## src/design/debug_packet_deframer_assert.svh

```systemverilog
// Assertion macros for the debug packet deframer.
// Used by the top level through `include; no other dependencies.
`ifndef DEBUG_PACKET_DEFRAMER_ASSERT_SVH
`define DEBUG_PACKET_DEFRAMER_ASSERT_SVH
`ifndef SYNTHESIS
// same-cycle implication
`define DPD_ASSERT_IMP(label, clk, rst, ante, cons, msg) \
   label: assert property (@(posedge clk) disable iff (rst) (ante) |-> (cons)) \
      else $error(msg);
// next-cycle implication
`define DPD_ASSERT_NXT(label, clk, rst, ante, cons, msg) \
   label: assert property (@(posedge clk) disable iff (rst) (ante) |=> (cons)) \
      else $error(msg);
`else
`define DPD_ASSERT_IMP(label, clk, rst, ante, cons, msg)
`define DPD_ASSERT_NXT(label, clk, rst, ante, cons, msg)
`endif
`endif

```

## src/design/dpd_pkg.sv

```systemverilog
// Package for the debug packet deframer: widths, character codes,
// phase and event codes, and the structs passed between modules.
package dpd_pkg;

   localparam int LengthLimit = 32767;
   localparam int CountW      = $clog2(LengthLimit + 1);
   localparam int PayloadLenW = 15;
   localparam int EventW      = 3;
   localparam int PhaseW      = 3;

   localparam logic [7:0] ChDollar = 8'h24;
   localparam logic [7:0] ChHash   = 8'h23;
   localparam logic [7:0] ChEscape = 8'h7D;
   localparam logic [7:0] ChPlus   = 8'h2B;
   localparam logic [7:0] ChMinus  = 8'h2D;
   localparam logic [7:0] EscXor   = 8'h20;
   localparam logic [7:0] ChZero   = 8'h30;
   localparam logic [7:0] ChNine   = 8'h39;
   localparam logic [7:0] ChLowA   = 8'h61;
   localparam logic [7:0] ChLowF   = 8'h66;

   localparam logic [PhaseW-1:0] PhIdle = 3'd0;
   localparam logic [PhaseW-1:0] PhBody = 3'd1;
   localparam logic [PhaseW-1:0] PhEsc  = 3'd2;
   localparam logic [PhaseW-1:0] PhHi   = 3'd3;
   localparam logic [PhaseW-1:0] PhLo   = 3'd4;

   localparam logic [EventW-1:0] EvData = 3'd0;
   localparam logic [EventW-1:0] EvGood = 3'd1;
   localparam logic [EventW-1:0] EvBad  = 3'd2;
   localparam logic [EventW-1:0] EvAck  = 3'd3;
   localparam logic [EventW-1:0] EvNack = 3'd4;
   localparam logic [EventW-1:0] EvLink = 3'd5;
   localparam logic [EventW-1:0] EvOver = 3'd6;

   localparam logic [CountW-1:0] CountLimit = CountW'(LengthLimit);

   typedef struct packed {
      logic [PhaseW-1:0] phase;
      logic [7:0]        sum;
      logic [CountW-1:0] count;
      logic [3:0]        high;
   } frame_state_type;

   typedef struct packed {
      logic                   valid;
      logic [EventW-1:0]      event_res;
      logic [7:0]             data_byte;
      logic [PayloadLenW-1:0] payload_length;
   } frame_result_type;

   // low bits of the byte count as shown on the result channel
   function automatic logic [PayloadLenW-1:0] shown_len(input logic [CountW-1:0] count);
      logic [31:0] wide;
      wide = 32'(count);
      return wide[PayloadLenW-1:0];
   endfunction

endpackage

```

## src/design/dpd_req_if.sv

```systemverilog
// Input channel of the debug packet deframer: one link byte per item.
// No other dependencies.
interface dpd_req_if;
   logic       valid;
   logic       ready;
   logic [7:0] rx_byte;
   logic       link_closed;

   modport source (output valid, output rx_byte, output link_closed, input ready);
   modport sink   (input valid, input rx_byte, input link_closed, output ready);
endinterface

```

## src/design/dpd_rsp_if.sv

```systemverilog
// Result channel of the debug packet deframer: one event per item.
// Depends on dpd_pkg.
interface dpd_rsp_if;
   logic                            valid;
   logic                            ready;
   logic [dpd_pkg::EventW-1:0]      event_res;
   logic [7:0]                      data_byte;
   logic [dpd_pkg::PayloadLenW-1:0] payload_length;

   modport source (output valid, output event_res, output data_byte,
                   output payload_length, input ready);
   modport sink   (input valid, input event_res, input data_byte,
                   input payload_length, output ready);
endinterface

```

## src/design/dpd_step.sv

```systemverilog
// Per-byte framing logic: next frame state and optional result.
// Purely combinational; depends on dpd_pkg.
module dpd_step (
   input  dpd_pkg::frame_state_type  state_cur,
   input  logic [7:0]                rx_byte,
   input  logic                      link_closed,
   output dpd_pkg::frame_state_type  state_nxt,
   output dpd_pkg::frame_result_type result
);

   logic       is_dec;
   logic       is_hex;
   logic [3:0] digit;
   logic       at_limit;
   logic [7:0] sum_add;
   logic [7:0] data_dec;
   logic [dpd_pkg::CountW-1:0] count_inc;

   always_comb begin
      is_dec    = (rx_byte >= dpd_pkg::ChZero) && (rx_byte <= dpd_pkg::ChNine);
      is_hex    = is_dec || ((rx_byte >= dpd_pkg::ChLowA) && (rx_byte <= dpd_pkg::ChLowF));
      digit     = is_dec ? rx_byte[3:0] : rx_byte[3:0] + 4'd9;
      at_limit  = state_cur.count >= dpd_pkg::CountLimit;
      sum_add   = state_cur.sum + rx_byte;
      data_dec  = (state_cur.phase == dpd_pkg::PhEsc) ? (rx_byte ^ dpd_pkg::EscXor) : rx_byte;
      count_inc = state_cur.count + 1'b1;

      state_nxt             = state_cur;
      result.valid          = 1'b0;
      result.event_res      = dpd_pkg::EvData;
      result.data_byte      = 8'h00;
      result.payload_length = dpd_pkg::shown_len(state_cur.count);

      if ((state_cur.phase < dpd_pkg::PhBody) || (state_cur.phase > dpd_pkg::PhLo)) begin
         state_nxt.phase       = dpd_pkg::PhIdle;
         result.payload_length = '0;
         priority if (link_closed) begin
            result.valid     = 1'b1;
            result.event_res = dpd_pkg::EvLink;
         end else if (rx_byte == dpd_pkg::ChPlus) begin
            result.valid     = 1'b1;
            result.event_res = dpd_pkg::EvAck;
         end else if (rx_byte == dpd_pkg::ChMinus) begin
            result.valid     = 1'b1;
            result.event_res = dpd_pkg::EvNack;
         end else if (rx_byte == dpd_pkg::ChDollar) begin
            state_nxt.phase = dpd_pkg::PhBody;
            state_nxt.sum   = '0;
            state_nxt.count = '0;
            state_nxt.high  = '0;
         end else begin
            // any other byte between packets is dropped
         end
      end else if (link_closed) begin
         state_nxt.phase  = dpd_pkg::PhIdle;
         result.valid     = 1'b1;
         result.event_res = dpd_pkg::EvLink;
      end else if ((state_cur.phase == dpd_pkg::PhBody) && (rx_byte == dpd_pkg::ChHash)) begin
         state_nxt.phase = dpd_pkg::PhHi;
      end else if ((state_cur.phase == dpd_pkg::PhBody) && (rx_byte == dpd_pkg::ChEscape)) begin
         state_nxt.sum   = sum_add;
         state_nxt.phase = dpd_pkg::PhEsc;
      end else if ((state_cur.phase == dpd_pkg::PhBody) || (state_cur.phase == dpd_pkg::PhEsc)) begin
         // payload byte, plain or escaped
         state_nxt.sum = sum_add;
         result.valid  = 1'b1;
         if (at_limit) begin
            state_nxt.phase  = dpd_pkg::PhIdle;
            result.event_res = dpd_pkg::EvOver;
         end else begin
            state_nxt.phase       = dpd_pkg::PhBody;
            state_nxt.count       = count_inc;
            result.event_res      = dpd_pkg::EvData;
            result.data_byte      = data_dec;
            result.payload_length = dpd_pkg::shown_len(count_inc);
         end
      end else if (state_cur.phase == dpd_pkg::PhHi) begin
         if (is_hex) begin
            state_nxt.high  = digit;
            state_nxt.phase = dpd_pkg::PhLo;
         end else begin
            state_nxt.phase  = dpd_pkg::PhIdle;
            result.valid     = 1'b1;
            result.event_res = dpd_pkg::EvBad;
         end
      end else begin
         // low checksum digit closes the packet
         state_nxt.phase = dpd_pkg::PhIdle;
         result.valid    = 1'b1;
         priority if (!is_hex)
            result.event_res = dpd_pkg::EvBad;
         else if (at_limit)
            result.event_res = dpd_pkg::EvOver;
         else if ({state_cur.high, digit} == state_cur.sum)
            result.event_res = dpd_pkg::EvGood;
         else
            result.event_res = dpd_pkg::EvBad;
      end
   end

endmodule

```

## src/design/debug_packet_deframer.sv

```systemverilog
// Top level of the debug packet deframer: input register, frame state,
// result register. Depends on dpd_pkg, dpd_req_if, dpd_rsp_if, dpd_step.
//
//   port      dir   carries
//   req_chan  in    rx_byte, link_closed  (one link byte or end of stream)
//   rsp_chan  out   event_res, data_byte, payload_length
//
// One item per cycle sustained while results are taken; a result, if any, passes
// the input and result registers in turn. The only loop is the frame state
// register around dpd_step. Reset (synchronous) empties both registers and
// returns to idle. A stalled result holds the result register, which in turn
// holds the input register; req ready drops only when both are full.
`include "debug_packet_deframer_assert.svh"

module debug_packet_deframer (
   input logic       clock,
   input logic       reset,
   dpd_req_if.sink   req_chan,
   dpd_rsp_if.source rsp_chan
);

   // input register
   logic       in_valid_ff, in_valid_in;
   logic [7:0] in_byte_ff;
   logic       in_closed_ff;

   // frame state and result register
   dpd_pkg::frame_state_type  state_ff, state_in;
   dpd_pkg::frame_result_type step_res;
   logic                      rsp_valid_ff, rsp_valid_in;
   dpd_pkg::frame_result_type rsp_ff;

   logic advance;   // item in input register gets processed this cycle
   logic req_take;

   dpd_step u_step (
      .state_cur   (state_ff),
      .rx_byte     (in_byte_ff),
      .link_closed (in_closed_ff),
      .state_nxt   (state_in),
      .result      (step_res)
   );

   // the result slot is free if empty or being drained this cycle
   assign advance  = in_valid_ff && (!rsp_valid_ff || rsp_chan.ready);
   assign req_take = req_chan.valid && req_chan.ready;

   assign req_chan.ready = !in_valid_ff || advance;

   always_comb begin
      in_valid_in = in_valid_ff;
      if (req_chan.ready)
         in_valid_in = req_chan.valid;

      rsp_valid_in = rsp_valid_ff;
      if (rsp_chan.ready)
         rsp_valid_in = 1'b0;
      if (advance && step_res.valid)
         rsp_valid_in = 1'b1;
   end

   always_ff @(posedge clock) begin
      if (reset) begin
         in_valid_ff     <= 1'b0;
         rsp_valid_ff    <= 1'b0;
         state_ff.phase  <= dpd_pkg::PhIdle;
         state_ff.sum    <= '0;
         state_ff.count  <= '0;
         state_ff.high   <= '0;
      end else begin
         in_valid_ff  <= in_valid_in;
         rsp_valid_ff <= rsp_valid_in;
         if (advance)
            state_ff <= state_in;
      end
   end

   // payload registers, no reset
   always_ff @(posedge clock) begin
      if (req_take) begin
         in_byte_ff   <= req_chan.rx_byte;
         in_closed_ff <= req_chan.link_closed;
      end
      if (advance && step_res.valid)
         rsp_ff <= step_res;
   end

   assign rsp_chan.valid          = rsp_valid_ff;
   assign rsp_chan.event_res      = rsp_ff.event_res;
   assign rsp_chan.data_byte      = rsp_ff.data_byte;
   assign rsp_chan.payload_length = rsp_ff.payload_length;

   // a waiting result is never overwritten
   `DPD_ASSERT_IMP(a_no_overwrite, clock, reset, rsp_valid_ff && !rsp_chan.ready, !advance || !step_res.valid, "result overwritten while stalled")
   // end of stream always drops back to idle
   `DPD_ASSERT_NXT(a_closed_idle, clock, reset, advance && in_closed_ff, state_ff.phase == dpd_pkg::PhIdle, "link closed did not return to idle")
   // only payload results carry a data byte
   `DPD_ASSERT_IMP(a_data_zero, clock, reset, rsp_valid_ff && (rsp_ff.event_res != dpd_pkg::EvData), rsp_ff.data_byte == 8'h00, "non-payload result carries data")
   // a payload byte always counts at least one
   `DPD_ASSERT_IMP(a_data_len, clock, reset, rsp_valid_ff && (rsp_ff.event_res == dpd_pkg::EvData), rsp_ff.payload_length != '0, "payload result with zero length")

endmodule
```

## src/flat_wrapper.sv

```systemverilog
// flat-port wrapper written by rule: the top's interface ports become plain ports
module debug_packet_deframer_flat 
  (clock, reset, req_chan_valid, req_chan_rx_byte, req_chan_link_closed, req_chan_ready, rsp_chan_valid, rsp_chan_event_res, rsp_chan_data_byte, rsp_chan_payload_length, rsp_chan_ready);
  dpd_req_if req_chan_i ();
  dpd_rsp_if rsp_chan_i ();
  input logic clock;
  input logic reset;
  input wire logic [$bits(req_chan_i.valid)-1:0] req_chan_valid;
  input wire logic [$bits(req_chan_i.rx_byte)-1:0] req_chan_rx_byte;
  input wire logic [$bits(req_chan_i.link_closed)-1:0] req_chan_link_closed;
  output wire logic [$bits(req_chan_i.ready)-1:0] req_chan_ready;
  output wire logic [$bits(rsp_chan_i.valid)-1:0] rsp_chan_valid;
  output wire logic [$bits(rsp_chan_i.event_res)-1:0] rsp_chan_event_res;
  output wire logic [$bits(rsp_chan_i.data_byte)-1:0] rsp_chan_data_byte;
  output wire logic [$bits(rsp_chan_i.payload_length)-1:0] rsp_chan_payload_length;
  input wire logic [$bits(rsp_chan_i.ready)-1:0] rsp_chan_ready;
  assign req_chan_i.valid = req_chan_valid;
  assign req_chan_i.rx_byte = req_chan_rx_byte;
  assign req_chan_i.link_closed = req_chan_link_closed;
  assign req_chan_ready = req_chan_i.ready;
  assign rsp_chan_valid = rsp_chan_i.valid;
  assign rsp_chan_event_res = rsp_chan_i.event_res;
  assign rsp_chan_data_byte = rsp_chan_i.data_byte;
  assign rsp_chan_payload_length = rsp_chan_i.payload_length;
  assign rsp_chan_i.ready = rsp_chan_ready;
  debug_packet_deframer u_core (.clock(clock), .reset(reset), .req_chan(req_chan_i), .rsp_chan(rsp_chan_i));
endmodule
```

## config.mk

```make
export PLATFORM = sky130hd
export DESIGN_NAME = debug_packet_deframer_flat
export DESIGN_NICKNAME = d
export VERILOG_FILES = /design/src/design/dpd_pkg.sv /design/src/design/dpd_req_if.sv /design/src/design/dpd_rsp_if.sv /design/src/design/dpd_step.sv /design/src/design/debug_packet_deframer.sv /design/src/flat_wrapper.sv
export VERILOG_INCLUDE_DIRS = /design/src /design/src/design
export SDC_FILE = /design/constraint.sdc
export NUM_CORES = 1
export LEC_CHECK = 0
export ABC_CLOCK_PERIOD_IN_PS = 4390
export BUFFER_PORTS_ARGS = -buffer_cell sky130_fd_sc_hd__buf_2
export CORE_UTILIZATION = 59
export DETAILED_ROUTE_END_ITERATION = 8
export PLACE_DENSITY_LB_ADDON = 0.15
export SYNTH_ARGS = -nofsm -noshare
export SYNTH_HDL_FRONTEND = slang
export SYNTH_SLANG_ARGS = --single-unit
```

## constraint.sdc

```tcl
create_clock -name clock -period 4.39 [get_ports clock]
set_input_delay 0.439 -clock clock [delete_from_list [all_inputs] [get_ports clock]]
set_output_delay 0.439 -clock clock [all_outputs]
set_load 0.05 [all_outputs]
```

* Word-level counts from Yosys, hierarchy flattened
Cells that the tools add are included.
Storage, ports and cells: register bits after elaboration 67, output and inout bits 28, input port bits 13
Cells by class: equality and inequality tests 16, bitwise logic cells 3, add/sub/neg operators 3, reductions and logical operators 23, order comparisons 7, muxes and demuxes 41
Operators by type and width (number):
- 28-bit two-way mux | 4
- 27-bit two-way mux | 4
- 23-bit two-way mux | 3
- 4-bit two-way mux | 12
- 8-bit by 6-bit equality test with 1-bit output, second input constant | 4
- 15-bit two-way mux | 2
- 30-bit two-way mux | 1
- 3-bit two-way mux | 8
- 19-bit two-way mux | 1
- 15-bit by 1-bit adder with 15-bit output, second input constant | 1
- 15-bit greater-or-equal comparator, second input constant | 1
- 11-bit two-way mux | 1
- 2-bit inequality test, second input constant | 5
- 10-bit AND reduction | 1
- 9-bit AND reduction | 1
- 8-bit adder | 1
- 8-bit by 7-bit equality test with 1-bit output, second input constant | 1
- 8-bit equality test | 1
- 8-bit by 6-bit greater-or-equal comparator with 1-bit output, second input constant | 1
- 8-bit by 7-bit greater-or-equal comparator with 1-bit output, second input constant | 1
- 8-bit by 6-bit <= comparator with 1-bit output, second input constant | 1
- 8-bit by 7-bit <= comparator with 1-bit output, second input constant | 1
- 2-bit nonzero test | 4
- 1-bit logical AND | 7
- other kinds (15) | 26

* Depth between registers and ports, before layout
Gate-level depths: netlist of run 1.
word-level depth 15, gate-level depth with buffers 10, depth with buffers taken out 8

* Cells and area by module
From an unflattened synthesis of run 1, not the netlist that was laid out.
Second synthesis, totals: cell total of the unflattened synthesis 458, area total of the unflattened synthesis 4327.9 um^2
By module, submodules not included:
- debug_packet_deframer | cells each 177, instances 1, area each 2518.7 um^2, sequential area each 1691.6 um^2
- dpd_step | cells each 281, instances 1, area each 1809.2 um^2, sequential area each 0.0 um^2

* Worst setup path after synthesis of run 1
No wires, ideal clock.
path type register -> register, from register u_core.in_byte_ff[1], to register u_core.rsp_ff, in the netlist u_core.rsp_chan.data_byte[0] (enable), required time 3981 ps, arrival time 2886 ps, clock period less this slack 3295 ps, stages on the path, launching flop included 11, path buffers 2, setup slack 1095 ps, path through edfxtp_1 -> inv_1 -> ha_1 -> and3_1 -> nand4_1 -> a21oi_1 -> buf_2 -> buf_2 -> nor3_1 -> nor2_1 -> nor2_1
On the way: cells in the longest elaborated chain, start to end 11, elaborated cells between the ends (all ways) 24, classes of those cells order compare (4); eq/ne (4); mux (10); reduce/logical (6)
RTL lines:
- start: declaration | line debug_packet_deframer.sv:24 | logic [7:0] in_byte_ff;
- start signal: assignment | line debug_packet_deframer.sv:81 | in_byte_ff <= req_chan.rx_byte;
- 8-bit by 6-bit greater-or-equal comparator with 1-bit output (tied with other cells) | line dpd_step.sv:20 | is_dec = (rx_byte >= dpd_pkg::ChZero) && (rx_byte <= dpd_pkg::ChNine);
- 1-bit logical AND, on equally long branches | line dpd_step.sv:20, dpd_step.sv:21
- 1-bit logical OR | line dpd_step.sv:21 | is_hex = is_dec || ((rx_byte >= dpd_pkg::ChLowA) && (rx_byte <= dpd_pkg::ChLowF));
- 4-bit two-way mux | line dpd_step.sv:78 | if (is_hex) begin
- 4-bit two-way mux | line dpd_step.sv:77 | end else if (state_cur.phase == dpd_pkg::PhHi) begin
- 4-bit two-way mux | line dpd_step.sv:63 | end else if ((state_cur.phase == dpd_pkg::PhBody) || (state_cur.phase == dpd_pkg::PhEsc)) begin
- 27-bit two-way mux | line dpd_step.sv:60 | end else if ((state_cur.phase == dpd_pkg::PhBody) && (rx_byte == dpd_pkg::ChEscape)) begin
- 27-bit two-way mux | line dpd_step.sv:58 | end else if ((state_cur.phase == dpd_pkg::PhBody) && (rx_byte == dpd_pkg::ChHash)) begin
- 4-bit two-way mux | line dpd_step.sv:54 | end else if (link_closed) begin
- 4-bit two-way mux (*) | line dpd_step.sv:34 | if ((state_cur.phase < dpd_pkg::PhBody) || (state_cur.phase > dpd_pkg::PhLo)) begin
- 1-bit logical AND (*) | line debug_packet_deframer.sv:84 | if (advance && step_res.valid)
- end signal: assignment | line debug_packet_deframer.sv:85 | rsp_ff <= step_res;
- end: declaration | line debug_packet_deframer.sv:31 | dpd_pkg::frame_result_type rsp_ff;
Mark *: on every way between the ends. The rest lies on a longest branch, timed or not. A chain may end at the register's enable or synchronous reset.

* Worst setup path in the final report of run 1
from register u_core.in_byte_ff[1], to register u_core.rsp_ff, in the netlist u_core.rsp_chan.payload_length[11] (data pin)
On the way: cells in the longest elaborated chain, start to end 5, elaborated cells between the ends (all ways) 7, classes of those cells eq/ne (2); mux (3); reduce/logical (2)
RTL lines (line):
- 8-bit by 7-bit equality test with 1-bit output | dpd_step.sv:60
- 1-bit logical AND | dpd_step.sv:60
- 27-bit two-way mux | dpd_step.sv:60
- 27-bit two-way mux (*) | dpd_step.sv:58
- 15-bit two-way mux (*) | dpd_step.sv:54
Marked as above.

==> summary.txt, run 1 <==
CTS
  • Post-CTS Setup Repair Bufs: 0
  • Worst skew pair latency: 0.34 ns
  • Clock Sinks: 67
  • H-Tree Depth: 3
  • CTS Buf Count: 9
  • Clock transition at path regs: around 0.070 ns
  • Clk buf depth: 2
  • CTS hold repair buffers: 0
  • TritonCTS clock tree: yes
  • Post_cts resized: 0
  • Clk root buf: clkbuf_8

Placed design
  • Port Buffers: 40
  • GP Congestion: just over 0.9
  • Post-DP Area: between 4000 and 5000 µm²
  • DP HPWL: roughly 6000 µm

Synthesis
  • Area share of the leading cell type in the synthesized netlist: ~28%
  • Synth area leaders: edfxtp_1 (28%), dfxtp_1 (17%), xnor2_1 (5.8%), nor2_1 (4.8%), ha_1 (4.0%)
  • YS warnings: 0
  • Synth Area in Adders: under 10%
  • Syn Nets: between 400 and 500
  • Synthesized flop and latch total: 67
  • Synth Cell Area: 3764 µm²
  • Syn Area/Cell: 9.700 µm²
  • Seq/Total Area, Yosys: approximately 45%
  • Largest family of logic cells by synthesized area: simple AND/OR/NAND/NOR gates
  • Synthesized instance count: 388
  • Synth unique cells: 63
  • Post-Synth Simple-Gate Area: a little under a quarter
  • Ys async rst share: 0%
  • Post-synthesis mux area share: 1.097%
  • Compound-Gate Fraction of Synth Area: roughly 14%
  • Top_reg_cell synth: edfxtp_1
  • Area leader, netlist: edfxtp_1
  • Post-synth EDFFs: 35
  • XOR/XNOR Fraction of Synth Area: 8.710%

Global route
  • First-pass GRT wire length: around 14,000 µm
  • GRT Overall Usage: 27.44%
  • Largest net degree at the start of global routing: 27
  • Global route overflow: 0
  • Vias in the first global route: about 2,700
  • Initial antenna violation count: 0

Final layout
  • Nets: 450
  • Design area: 4243 µm²
  • N_diodes: 0
  • Area grow syn2layout: 12.73%
  • Fraction of layout cells with a size suffix above 1: around 17%

STA
  • Fin. Hold Viols: 0
  • Setup_tns: 0 ns
  • Final setup viols: 0
  • Worst Max-Slew Pin Slew: approximately 1.2 ns
  • Crit share post-route: 71.13%
  • Final Slew Violations: 0
  • RSZ-0062 raised after global routing: no
  • Max Clk Rate: about 0.32 GHz
  • Skew final: between 0.007 and 0.008 ns
  • Min Tclk post-route: roughly 3.1 ns
  • Fin Hold WS: approximately 0.27 ns
  • Slew HR: a little under a fifth

Routing
  • DRC: 0
  • Drt pass-1 iters: 7
  • Antenna Violating Nets Remaining: 0
  • Avg Vias per Cell: just over 6
  • Routed vias: between 3,000 and 4,000
  • Initial DRC count: around 450
  • WL/cell: 16.58 µm
  • Post-Route WL: roughly 8400 µm

Power
  • Peak supply drop: between 0.2 and 0.3 mV
  • Final Power: between 1 and 1.5 mW
  • P per Cell Area: between 300 and 400 nW/µm²
  • Leak: approximately 1.5 nW

Min path
  • Hold WC Path Type: primary input to flip-flop
  • WHS Path Cells: 1
  • Hold wc startpoint: req_chan_rx_byte[0]
  • Hold Path End: u_core.in_byte_ff[0]

Setup path
  • Reg-to-reg endpoint: u_core.rsp_chan.payload_length[11]
  • R2r setup slk: 1.27 ns
  • R2R depth: 8
  • Crit Path Max Fanout: 15
  • Setup crit end kind: flip-flop
  • CP Class: flip-flop to flip-flop
  • CP arrival: around 3.2 ns
  • Critical path startpoint category: flip-flop
  • Reg-to-reg startpoint: u_core.in_byte_ff[1]
  • WP data required: 4.47 ns

Die
  • Die Wd: a little over 80 µm
  • Core area: about 6000 µm²
  • Starting Density: a little over three fifths
  • Die Y-Extent: roughly 82 µm
  • Die footprint: 6703 µm²
  • Core Rows: 28
  • IO Count: slightly above 40

Run
  • Max-cap violations: 0

Status
  • Status: complete, no violations
-- registers in the layout (all words and copies together), names as in the netlist --
| register | cells |
|---|---|
| u_core.in_closed_ff | 1 |
| u_core.state_ff | 30 |
| u_core.in_byte_ff | 8 |
| u_core.rsp_chan.valid | 1 |
| u_core.rsp_chan.data_byte | 8 |
| u_core.rsp_chan.payload_length | 15 |
| u_core.in_valid_ff | 1 |
| u_core.rsp_chan.event_res | 3 |
-- placed cells by master, fill, tap and decap left out, types with 4 or more instances in the layout --
master | netlist | layout
edfxtp_1 | 35 | 35
a21oi_1 | 18 | 17
nor2_1 | 48 | 47
nand4_1 | 6 | 6
nand3_1 | 16 | 16
nand2_1 | 27 | 27
clkbuf_8 | 0 | 9
nor4_1 | 21 | 21
and3_1 | 5 | 5
nor3_1 | 9 | 9
buf_2 | 6 | 40
o21ai_0 | 6 | 6
a22oi_1 | 9 | 9
and2_1 | 4 | 4
xor2_1 | 8 | 8
a21o_1 | 4 | 4
xnor2_1 | 25 | 25
dfxtp_1 | 32 | 32
a31oi_1 | 4 | 4
o211ai_1 | 4 | 4
inv_1 | 14 | 14
ha_1 | 12 | 12
-- synthesized netlist by cell type (all sizes together), types with 4 or more instances --
| master | instances |
|---|---|
| nor2 | 49 |
| edfxtp | 35 |
| dfxtp | 32 |
| nand2 | 27 |
| xnor2 | 26 |
| nor4 | 21 |
| a21oi | 18 |
| nand3 | 16 |
| inv | 14 |
| clkbuf | 12 |
| ha | 12 |
| a22oi | 9 |
| nor3 | 9 |
| xor2 | 8 |
| o21ai | 7 |
| and3 | 6 |
| buf | 6 |
| nand4 | 6 |
| and2 | 5 |
| a21o | 4 |
| a31oi | 4 |
| o211ai | 4 |
-- power by group --
group / total, mW / leakage [nW] / switching (mW) / internal, mW
Combinational: 0.101 / 0.821 / 0.0709 / 0.0306
Clock: 0.598 / 0.118 / 0.224 / 0.373
Sequential: 0.689 / 0.561 / 0.0171 / 0.672
-- worst max-delay path: stages (launching register included) --
cell,delay (ns)
edfxtp_1,0.54
inv_1,0.18
ha_1,0.26
and3_1,0.20
nand4_1,0.14
a21oi_2,0.19
nor3_1,1.00
nand2_1,0.17
mux2i_1,0.18
-- metal layers --
metal | track usage, % | vias up | share of wire [%]
met1 | 41.91 | 1436 | 49
met3 | 5.778 | 21 | 8.1
met4 | 9.825 | 0 | 2.0
met2 | 37.52 | 165 | 41
met5 | 0 | - | 0
li1 | - | 1515 | -
-- stage by stage --
stage	utilization, %	instances	worst slack (ns)
2_1_floorplan	-	388	1.095
3_3_place_gp	66.57	488	1.511
3_5_place_dp	66.57	488	1.389
4_1_cts	70.41	504	1.347
5_1_grt	70.41	504	1.015
6_report	70.41	504	1.267
-- area by class of cell --
cell class | instances | area [µm²]
Inverter | 14 | 52.55
Clock inverter | 6 | 103.9
Multi-Input combinational cell | 289 | 1951
Clock buffer | 10 | 127.6
Timing Repair Buffer | 43 | 222.7
Tap cell | 75 | 93.84
Sequential cell | 67 | 1692
Fill cell | 451 | 1783
-- worst max-delay path by stage --
stage | from | to | slack [ns] | cells after the start
6_report | u_core.in_byte_ff[1] | u_core.rsp_chan.payload_length[11] | 1.27 | 8
5_1_grt | u_core.in_byte_ff[1] | u_core.rsp_chan.payload_length[11] | 1.02 | 8
4_1_cts | u_core.in_byte_ff[1] | u_core.rsp_chan.payload_length[11] | 1.35 | 8
3_5_place_dp | u_core.in_byte_ff[1] | u_core.rsp_chan.payload_length[11] | 1.39 | 8
3_3_place_gp | u_core.in_byte_ff[1] | u_core.rsp_chan.payload_length[2] | 1.51 | 8
2_1_floorplan | u_core.in_byte_ff[1] | u_core.rsp_chan.data_byte[0] | 1.09 | 10
-- kinds of logic (layout without fill, tap and decap cells) --
kind of cell    Yosys count  after routing
mux                       4              4
simple gates            166            166
buf+inv                  32             73
flops                    67             67
xor+xnor                 35             35
fa+ha+maj                13             13
compound gates           71             71
(Power assumes the default switching activity.)
==> run 2, diff against run 1 <==
--- a/config.mk
+++ b/config.mk
@@ -6,9 +6,9 @@
 export SDC_FILE = /design/constraint.sdc
 export NUM_CORES = 1
 export LEC_CHECK = 0
-export ABC_CLOCK_PERIOD_IN_PS = 4390
+export ABC_CLOCK_PERIOD_IN_PS = 2550
 export BUFFER_PORTS_ARGS = -buffer_cell sky130_fd_sc_hd__buf_2
-export CORE_UTILIZATION = 59
+export CORE_UTILIZATION = 53
 export DETAILED_ROUTE_END_ITERATION = 8
 export PLACE_DENSITY_LB_ADDON = 0.15
 export SYNTH_ARGS = -nofsm -noshare
==> constraint.sdc (replaced) <==
create_clock -name clock -period 2.55 [get_ports clock]
set_input_delay 0.255 -clock clock [delete_from_list [all_inputs] [get_ports clock]]
set_output_delay 0.255 -clock clock [all_outputs]
set_load 0.05 [all_outputs]
==> run 2 against run 1 <==
Net effect: cell count is 10% higher; highest routed layer unchanged; maximum frequency is 26% higher; worst hold slack worse by 0.20 ns; core utilization is 3.8 points lower; combinational power is 110% higher; global-route usage is 2.7 points lower; clock skew is 0.0016 ns higher.
==> summary.txt, run 2 (synthesized netlist as in run 1, its figures left out) <==
Global route
  • GRT Overall Usage: between 20% and 30%
  • Initial antenna violation count: 0
  • Global route overflow: 0
  • Vias in the first global route: around 2,900
  • Largest net degree at the start of global routing: 27
  • First-pass GRT wire length: around 14,000 µm

Die
  • Starting Density: between 50% and 60%
  • Core Rows: 30
  • Die footprint: approximately 7400 µm²
  • Die Wd: 86.27 µm
  • Core area: between 6000 and 7000 µm²
  • Die Y-Extent: approximately 86 µm
  • IO Count: 41

Run
  • Max-cap violations: 0

STA
  • Worst Max-Slew Pin Slew: approximately 0.67 ns
  • Fin. Hold Viols: 0
  • Min Tclk post-route: approximately 2.5 ns
  • Slew HR: between 50% and 60%
  • RSZ-0062 raised after global routing: yes
  • Fin Hold WS: 0.07281 ns
  • Max Clk Rate: between 0.4 and 0.5 GHz
  • Crit share post-route: a little over nine tenths
  • Skew final: between 0.009 and 0.01 ns
  • Final setup viols: 0
  • Setup_tns: 0 ns
  • Final Slew Violations: 0

Power
  • Leak: approximately 1.6 nW
  • Final Power: ~2.3 mW
  • Peak supply drop: about 0.23 mV
  • P per Cell Area: slightly above 500 nW/µm²

Setup path
  • Critical path startpoint category: flip-flop
  • R2r setup slk: ~0.066 ns
  • Worst path slowest cell: edfxtp_1
  • Setup crit end kind: flip-flop
  • Slowest stage delay, CP: 0.52 ns
  • R2R depth: 6
  • CP arrival: roughly 2.6 ns
  • Crit Path Max Fanout: 6
  • Reg-to-reg startpoint: u_core.in_byte_ff[4]
  • Reg-to-reg endpoint: u_core.rsp_chan.event_res[0]
  • WP data required: between 2 and 3 ns
  • Worst-path cell chain: and4bb_2 > mux2_1 > o211ai_1 > xor2_1 > a2111oi_4 > a311o_1
  • CP Class: flip-flop to flip-flop

Final layout
  • Max FFs per register: 30
  • Nets: between 400 and 500
  • Number of fill cells: 580
  • Area grow syn2layout: 20.91%
  • Most frequent cells in the layout: nor2_1 (47), buf_2 (40), edfxtp_1 (35), buf_4 (32), dfxtp_1 (32)
  • Design area: about 4600 µm²
  • Most common cell after layout, fill and taps aside: nor2_1
  • N_diodes: 0
  • Top reg by flops: u_core.state_ff
  • Finished Core Util: 66.61%
  • Fraction of layout cells with a size suffix above 1: between 20% and 30%

Routing
  • Drt pass-1 iters: 4
  • Avg Vias per Cell: around 5.8
  • DRC: 0
  • Routed vias: roughly 3,200
  • Initial DRC count: 291
  • WL/cell: 15.64 µm
  • Post-Route WL: 8678 µm
  • Antenna Violating Nets Remaining: 0

CTS
  • H-Tree Depth: 3
  • Clk root buf: clkbuf_8
  • Worst skew pair latency: roughly 0.35 ns
  • Clock Sinks: between 60 and 70
  • CTS hold repair buffers: 0
  • CTS Buf Count: 9
  • Clk buf depth: 2
  • TritonCTS clock tree: yes
  • Clock transition at path regs: roughly 0.07 ns

Placed design
  • GP Congestion: 0.8741
  • Post-DP Area: about 4300 µm²
  • Port Buffers: 40
  • DP HPWL: around 6300 µm

Min path
  • WHS Path Cells: 1
  • Hold wc startpoint: req_chan_link_closed
  • Hold Path End: u_core.in_closed_ff
  • Hold WC Path Type: primary input to flip-flop

Status
  • Status: complete, no violations
[run 2: through the flow]
step / worst slack [ns] / cells
global route: -0.02254 / 555
finish: 0.06566 / 555
CTS: 0.03179 / 551
detailed placement: -0.001187 / 535
global placement: 0.1070 / 535
floorplan: 0.001389 / 388
[run 2: layout make-up]
cell class	instances	area, µm²	area share, %
Clock buffer	9	123.9	2.722
Clock inverter	7	92.59	2.035
Sequential cell	67	1692	37.17
Tap cell	96	120.1	2.640
Timing Repair Buffer	73	460.4	10.12
Multi-Input combinational cell	289	2009	44.16
Inverter	14	52.55	1.155
[run 2: worst max path at each step]
stage / slack [ns] / start / end
after floorplan: 0.001 / u_core.in_byte_ff[1] / u_core.rsp_chan.data_byte[0]
after global placement: 0.11 / u_core.in_byte_ff[0] / u_core.rsp_chan.event_res[1]
after detailed placement: -0.001 / u_core.in_byte_ff[0] / u_core.rsp_chan.event_res[1]
after CTS: 0.03 / u_core.in_byte_ff[0] / u_core.rsp_chan.payload_length[12]
after global routing: -0.02 / u_core.in_byte_ff[4] / u_core.state_ff[26]
final: 0.07 / u_core.in_byte_ff[4] / u_core.rsp_chan.event_res[0]
[run 2: critical path, delay by kind of cell, from the launching register on]
| kind | cells | cell delay, ns |
|---|---|---|
| mux | 1 | 0.32 |
| flops | 1 | 0.52 |
| compound gates | 3 | 0.78 |
| xor+xnor | 1 | 0.29 |
| simple gates | 1 | 0.31 |
[run 2: what timing repair did]
action,4_1_cts,5_1_grt
setup endpoints to repair,2,31
hold endpoints to repair,0,0
gates cloned,0,0
pin swaps,1,5
resized for setup,0,7
buffers inserted,0,4
[run 2: where the power goes]
part | switching (mW) | leakage (nW) | internal, mW | total (mW)
Combinational | 0.142 | 0.983 | 0.0716 | 0.214
Clock | 0.414 | 0.103 | 0.546 | 0.960
Sequential | 0.0155 | 0.561 | 1.16 | 1.17
[run 2: routing by layer]
layer | global-route usage [%] | up-vias | part of all wire (%)
met2 | 35.79 | 94 | 43
met1 | 37.15 | 1534 | 50
met4 | 8.030 | 0 | 1.6
met5 | 0 | - | 0
li1 | - | 1576 | -
met3 | 4.667 | 14 | 5.0
